$ cat src/dtwc_pkg.sv
// ----------------------------------------------------------------------------
// dtwc_pkg
// Shared types and constants for the direct mapped / two-way cache tag check.
// ----------------------------------------------------------------------------
package dtwc_pkg;

    localparam int DEF_ADDR_WIDTH  = 16;
    localparam int DEF_OFFSET_BITS = 6;
    localparam int DEF_DM_LINES    = 8;
    localparam int DEF_SA_SETS     = 4;

    localparam int ADDRESS_W = 16;
    localparam int VALUE_W   = 32;
    localparam int CNT_W     = 32;

    // counter slots
    localparam int CNT_NUM     = 4;
    localparam int CNT_DM_HIT  = 0;
    localparam int CNT_DM_MISS = 1;
    localparam int CNT_SA_HIT  = 2;
    localparam int CNT_SA_MISS = 3;

    typedef struct packed {
        logic [ADDRESS_W-1:0]      address;
        logic signed [VALUE_W-1:0] data_value;
    } in_item_t;

    typedef struct packed {
        logic             direct_hit;
        logic             assoc_hit;
        logic             assoc_way;
        logic [CNT_W-1:0] direct_hits;
        logic [CNT_W-1:0] direct_misses;
        logic [CNT_W-1:0] assoc_hits;
        logic [CNT_W-1:0] assoc_misses;
    } out_item_t;

    typedef struct packed {
        logic direct_hit;
        logic assoc_hit;
        logic assoc_way;
    } lookup_status_t;

endpackage

$ cat src/dtwc_dm_lookup.sv
// ----------------------------------------------------------------------------
// dtwc_dm_lookup
// Direct mapped tag store: valid bits and tags, lookup and fill on a miss.
// ----------------------------------------------------------------------------
module dtwc_dm_lookup #(
    parameter int ADDR_WIDTH  = 16,
    parameter int OFFSET_BITS = 6,
    parameter int DM_LINES    = 8
) (
    input  logic                  aclk,
    input  logic                  aresetn,
    input  logic                  en,
    input  logic [ADDR_WIDTH-1:0] addr,
    output logic                  hit
);
    import dtwc_pkg::*;

    // line count must be a power of two, which is not enforced here: index and tag are plain bit fields
    localparam int IDX_W = $clog2(DM_LINES);
    localparam int TAG_W = ADDR_WIDTH - OFFSET_BITS - IDX_W;

    logic [IDX_W-1:0] idx;
    logic [TAG_W-1:0] tag;
    logic [DM_LINES-1:0] valid_reg;
    logic [TAG_W-1:0]    tag_reg [DM_LINES];

    assign idx = addr[OFFSET_BITS +: IDX_W];
    assign tag = addr[ADDR_WIDTH-1 -: TAG_W];
    assign hit = valid_reg[idx] && (tag_reg[idx] == tag);

    always_ff @(posedge aclk) begin
        if (!aresetn) begin
            valid_reg <= '0;
        end else if (en && !hit) begin
            valid_reg[idx] <= 1'b1;
        end
    end

    always_ff @(posedge aclk) begin
        if (en && !hit) begin
            tag_reg[idx] <= tag;
        end
    end

    a_fill_sets_valid: assert property (@(posedge aclk) disable iff (!aresetn)
        en && !hit |=> valid_reg[$past(idx)])
        else $error("direct mapped fill did not set the valid bit");

endmodule

$ cat src/dtwc_sa_lookup.sv
// ----------------------------------------------------------------------------
// dtwc_sa_lookup
// Two-way set associative tag store with true LRU per set.
// ----------------------------------------------------------------------------
module dtwc_sa_lookup #(
    parameter int ADDR_WIDTH  = 16,
    parameter int OFFSET_BITS = 6,
    parameter int SA_SETS     = 4
) (
    input  logic                  aclk,
    input  logic                  aresetn,
    input  logic                  en,
    input  logic [ADDR_WIDTH-1:0] addr,
    output logic                  hit,
    output logic                  way
);
    import dtwc_pkg::*;

    localparam int IDX_BITS = $clog2(SA_SETS);
    localparam int IDX_W    = (IDX_BITS > 0) ? IDX_BITS : 1;
    localparam int TAG_W    = ADDR_WIDTH - OFFSET_BITS - IDX_BITS;

    logic [IDX_W-1:0] idx;
    logic [TAG_W-1:0] tag;
    logic [1:0]       valid_reg [SA_SETS];
    logic [TAG_W-1:0] tag_reg   [SA_SETS][2];
    logic [SA_SETS-1:0] lru_reg;
    logic h0;
    logic h1;

    generate
        if (IDX_BITS > 0) begin : g_idx
            assign idx = addr[OFFSET_BITS +: IDX_W];
        end else begin : g_one_set
            assign idx = '0;
        end
    endgenerate

    assign tag = addr[ADDR_WIDTH-1 -: TAG_W];
    assign h0  = valid_reg[idx][0] && (tag_reg[idx][0] == tag);
    assign h1  = valid_reg[idx][1] && (tag_reg[idx][1] == tag);
    assign hit = h0 || h1;

    // on a miss an empty way goes first, else the lru way
    always_comb begin
        if (hit) begin
            way = !h0;
        end else if (!valid_reg[idx][0]) begin
            way = 1'b0;
        end else if (!valid_reg[idx][1]) begin
            way = 1'b1;
        end else begin
            way = lru_reg[idx];
        end
    end

    always_ff @(posedge aclk) begin
        if (!aresetn) begin
            lru_reg <= '0;
            for (int s = 0; s < SA_SETS; s++) begin
                valid_reg[s] <= 2'b00;
            end
        end else if (en) begin
            lru_reg[idx] <= !way;
            if (!hit) begin
                valid_reg[idx][way] <= 1'b1;
            end
        end
    end

    always_ff @(posedge aclk) begin
        if (en && !hit) begin
            tag_reg[idx][way] <= tag;
        end
    end

    a_lru_follows_way: assert property (@(posedge aclk) disable iff (!aresetn)
        en |=> lru_reg[$past(idx)] == !$past(way))
        else $error("lru does not point away from the way just used");

    a_single_way_hit: assert property (@(posedge aclk) disable iff (!aresetn)
        en |-> !(h0 && h1))
        else $error("same tag valid in both ways of a set");

endmodule

$ cat src/dtwc_hit_counters.sv
// ----------------------------------------------------------------------------
// dtwc_hit_counters
// Four saturating hit and miss counters; gives the counts after this access.
// ----------------------------------------------------------------------------
module dtwc_hit_counters (
    input  logic                                      aclk,
    input  logic                                      aresetn,
    input  logic                                      en,
    input  dtwc_pkg::lookup_status_t                  status,
    output logic [dtwc_pkg::CNT_NUM-1:0][dtwc_pkg::CNT_W-1:0] count_next
);
    import dtwc_pkg::*;

    logic [CNT_NUM-1:0][CNT_W-1:0] count_reg;
    logic [CNT_NUM-1:0]            inc;

    always_comb begin
        inc[CNT_DM_HIT]  = status.direct_hit;
        inc[CNT_DM_MISS] = !status.direct_hit;
        inc[CNT_SA_HIT]  = status.assoc_hit;
        inc[CNT_SA_MISS] = !status.assoc_hit;
        for (int i = 0; i < CNT_NUM; i++) begin
            if (en && inc[i] && (count_reg[i] != '1)) begin
                count_next[i] = count_reg[i] + CNT_W'(1);
            end else begin
                count_next[i] = count_reg[i];
            end
        end
    end

    always_ff @(posedge aclk) begin
        if (!aresetn) begin
            count_reg <= '0;
        end else begin
            count_reg <= count_next;
        end
    end

    a_dm_one_step: assert property (@(posedge aclk) disable iff (!aresetn)
        $countones({count_next[CNT_DM_HIT] != count_reg[CNT_DM_HIT],
                    count_next[CNT_DM_MISS] != count_reg[CNT_DM_MISS]}) <= 1)
        else $error("direct mapped hit and miss counted for one transaction");

endmodule

$ cat src/direct_and_two_way_cache_tag_check.sv
// ----------------------------------------------------------------------------
// direct_and_two_way_cache_tag_check
// Looks each address up in a direct mapped and a two-way LRU tag store.
// ----------------------------------------------------------------------------
// Takes one transaction per clock while the result channel is not stalled and
// presents one result per transaction: an input register, then one pass of tag
// compare, fill and counter update, then the result register. Both ways of the
// two-way store are compared in parallel and all state is in flip-flops, so
// there is no clearing pass after reset. DM_LINES and SA_SETS must be powers of
// two; index and tag are bit fields of the address above OFFSET_BITS. The four
// counters saturate at all ones, and the counts in a result include that
// transaction. data_value is accepted with the address but never read back.
module direct_and_two_way_cache_tag_check #(
    parameter int ADDR_WIDTH  = dtwc_pkg::DEF_ADDR_WIDTH,
    parameter int OFFSET_BITS = dtwc_pkg::DEF_OFFSET_BITS,
    parameter int DM_LINES    = dtwc_pkg::DEF_DM_LINES,
    parameter int SA_SETS     = dtwc_pkg::DEF_SA_SETS
) (
    input  logic                aclk,
    input  logic                aresetn,
    input  logic                s_valid,
    output logic                s_ready,
    input  dtwc_pkg::in_item_t  s_item,
    output logic                m_valid,
    input  logic                m_ready,
    output dtwc_pkg::out_item_t m_item
);
    import dtwc_pkg::*;

    in_item_t  in_reg;
    logic      in_valid_reg;
    out_item_t out_reg;
    logic      out_valid_reg;
    out_item_t out_next;
    logic      advance;

    logic [ADDR_WIDTH-1:0]         addr;
    logic                          dm_hit;
    logic                          sa_hit;
    logic                          sa_way;
    lookup_status_t                status;
    logic [CNT_NUM-1:0][CNT_W-1:0] count_next;

    assign advance = in_valid_reg && (!out_valid_reg || m_ready);
    assign s_ready = !in_valid_reg || advance;
    assign addr    = ADDR_WIDTH'(in_reg.address);

    dtwc_dm_lookup #(
        .ADDR_WIDTH  (ADDR_WIDTH),
        .OFFSET_BITS (OFFSET_BITS),
        .DM_LINES    (DM_LINES)
    ) u_dm (
        .aclk    (aclk),
        .aresetn (aresetn),
        .en      (advance),
        .addr    (addr),
        .hit     (dm_hit)
    );

    dtwc_sa_lookup #(
        .ADDR_WIDTH  (ADDR_WIDTH),
        .OFFSET_BITS (OFFSET_BITS),
        .SA_SETS     (SA_SETS)
    ) u_sa (
        .aclk    (aclk),
        .aresetn (aresetn),
        .en      (advance),
        .addr    (addr),
        .hit     (sa_hit),
        .way     (sa_way)
    );

    assign status.direct_hit = dm_hit;
    assign status.assoc_hit  = sa_hit;
    assign status.assoc_way  = sa_way;

    dtwc_hit_counters u_cnt (
        .aclk       (aclk),
        .aresetn    (aresetn),
        .en         (advance),
        .status     (status),
        .count_next (count_next)
    );

    always_comb begin
        out_next.direct_hit    = status.direct_hit;
        out_next.assoc_hit     = status.assoc_hit;
        out_next.assoc_way     = status.assoc_way;
        out_next.direct_hits   = count_next[CNT_DM_HIT];
        out_next.direct_misses = count_next[CNT_DM_MISS];
        out_next.assoc_hits    = count_next[CNT_SA_HIT];
        out_next.assoc_misses  = count_next[CNT_SA_MISS];
    end

    always_ff @(posedge aclk) begin
        if (!aresetn) begin
            in_valid_reg  <= 1'b0;
            out_valid_reg <= 1'b0;
        end else begin
            if (s_ready) begin
                in_valid_reg <= s_valid;
            end
            if (advance) begin
                out_valid_reg <= 1'b1;
            end else if (m_ready) begin
                out_valid_reg <= 1'b0;
            end
        end
    end

    always_ff @(posedge aclk) begin
        if (s_valid && s_ready) begin
            in_reg <= s_item;
        end
        if (advance) begin
            out_reg <= out_next;
        end
    end

    assign m_valid = out_valid_reg;
    assign m_item  = out_reg;

    a_no_overwrite: assert property (@(posedge aclk) disable iff (!aresetn)
        out_valid_reg && !m_ready |-> !advance)
        else $error("result register overwritten while stalled");

endmodule

$ cat config.mk
export PLATFORM = sky130hd
export DESIGN_NAME = direct_and_two_way_cache_tag_check
export DESIGN_NICKNAME = d
export VERILOG_FILES = /design/src/dtwc_pkg.sv /design/src/dtwc_dm_lookup.sv /design/src/dtwc_sa_lookup.sv /design/src/dtwc_hit_counters.sv /design/src/direct_and_two_way_cache_tag_check.sv
export SDC_FILE = /design/constraint.sdc
export NUM_CORES = 1
export LEC_CHECK = 0
export ABC_AREA = 1
export BUFFER_PORTS_ARGS = -buffer_cell sky130_fd_sc_hd__buf_2
export CORE_MARGIN = 1.5
export CORE_UTILIZATION = 64
export CTS_BUF_LIST = sky130_fd_sc_hd__clkbuf_16
export DETAILED_ROUTE_END_ITERATION = 10
export PLACE_DENSITY = 0.81
export SYNTH_ARGS = -nofsm -noshare
export SYNTH_HDL_FRONTEND = slang
export SYNTH_HIERARCHICAL = 1
export SYNTH_SLANG_ARGS = --single-unit
$ cat constraint.sdc
create_clock -name aclk -period 15.4 [get_ports aclk]
set_clock_uncertainty 0.05 [all_clocks]
set_input_delay 2.31 -clock aclk [delete_from_list [all_inputs] [get_ports aclk]]
set_output_delay 2.31 -clock aclk [all_outputs]
set_load 0.05 [all_outputs]
==> results.cfg <==
[sta]
period_minus_slack_ns = 5.25
slew_violations = 0
finalHoldViolCount = 0
final-setup-viol-count = 0
rsz0062_at_grt = false
timing.fmax_ghz = 0.190
postLayoutSetupSlackWorst_ns = 10.15
relSlewSlack = 0.306
min_period_over_period = 0.341
fin_setup_tns_ns = 0
worst_slew_pin_slew_ns = 1.04

[placement]
dpl.hpwl_um = 28800
post-place-ws_ns = 10.16
portBuffers = 146
dpl.cell_count = 2781
place_congestion = 0.935

[clocking]
htree_levels = 2
postCtsSetupBuffers = 0
clockBufferDepth = 3
cts-root-buf = clkbuf_16
cts-resized-gates = 0
clock-sinks = 411
numCtsBuffers = 42
postCtsHoldBufs = 0
clkSlewWorstSetupHoldPaths_ns = 0.06
cts_tree = yes
clk_latency_ns = 0.54

[layout]
area_growth_pct = 12.2
drive_gt1_frac = 0.126
final_common_cell = nand2_1
fin_cells = 2859
final_cell_mix = nand2_1, inv_1, nor2_1, edfxtp_1, nand3_1
nets = 2491
largest_register_ffs = 131
antenna_cells = 0

[grt]
grt_overflow_total = 0
met3_usage = 0.0509
gr-usage-met1 = 0.333
use_met2 = 0.474
grt_busiest_layer = met2
grt_pass1_wl_um = 68300
grt_pass1_vias = 14475
grt.total_usage = 0.271
antenna_found_initial = 0
grt_max_degree = 154

[hold_path]
hold_class = flip-flop to flip-flop
worstHoldPathCells = 2
min_to = u_dm/valid_reg[7]$_SDFFE_PN0P_
holdCritStartpoint = u_dm/valid_reg[7]$_SDFFE_PN0P_

[worst_setup_path]
crit_required_ns = 13.04
path_class = input pin to output port
r2r_start = addr[6]$_DFFE_PP_
critical_path.endpoint_type = output port
reg2reg_depth = 18
r2r_end = m_item[122]$_DFFE_PP_
r2r_setup_slack_ns = 11.39
worstPathArrival_ns = 2.89
start_kind = input pin
path_max_fanout = 3

[detailed_routing]
wl_per_cell_um = 15.0
wl_um = 42800
via_count = 15280
drc = 0
first_iter_violations = 1265
firstDrtPassIters = 6
vias_per_cell = 5.34
postRouteAntennaNets = 0

[floorplan]
initial_core_util = 0.652
die_area_mm2 = 0.0314
die_width_um = 177
rows = 63
pin_count = 185
design.core.area_mm2 = 0.0298
die_h_um = 177

[logic_synthesis]
synthesis.area_per_instance_um2 = 8.48
synthCells = 2292
synthesis.nets = 2348
netlist_area_mm2 = 0.0194
yosys_warnings = 6

[run_status]
status = finished clean

[job]
maxCapViolCount = 0

[pwr]
leakage_nw = 9.83
vdd_drop_max_mv = 0.0885
powerDensity_mw_per_mm2 = 109
-- layout make-up --
type                       instances  area, um2
sequential                       411      10900
tap                              390        488
timing repair buffer             150        773
clock inverter                    31        285
inverter                         336       1270
fill                            2156       7990
clock buffer                      47       1180
multi-input combinational       1494       6890
-- power breakdown --
part           internal (W)  switching, W
clock network      0.000633      0.000420
registers           0.00119     0.0000131
logic             0.0000262      0.000101
-- critical path, cell delays in order --
cell and delay [ns]:
buf_2 0.09, inv_1 0.13, nand3_2 0.12, buf_2 0.23
-- worst max path at each step --
stage | from | endpoint | slack (ns) | depth (start not counted)
2_1_floorplan | m_ready | u_dm/tag_reg[0][0]$_DFFE_PP_ | 4.52 | 5
5_1_grt | m_ready | s_ready | 10.11 | 4
6_report | m_ready | s_ready | 10.15 | 4
3_5_place_dp | m_ready | s_ready | 10.16 | 4
3_3_place_gp | m_ready | s_ready | 10.19 | 4
4_1_cts | m_ready | s_ready | 10.15 | 4
-- metal layers --
metal | wire length [um] | vias up | share of wire
met2 | 21000 | 519 | 0.49
met1 | 17500 | 7088 | 0.41
li1 | - | 7575 | -
met3 | 2980 | 98 | 0.070
met4 | 1380 | 0 | 0.032
met5 | 0 | - | 0
-- through the flow --
step	power [W]	hold slack [ns]	area [um2]	util
5_1_grt	0.00246	0.421	21800	0.732
3_3_place_gp	0.00135	0.388	20300	0.683
2_1_floorplan	0.00133	0.380	19400	-
6_report	0.00239	0.399	21800	0.732
3_5_place_dp	0.00136	0.390	20300	0.683
4_1_cts	0.00240	0.399	21800	0.732
(Power assumes the default switching activity.)
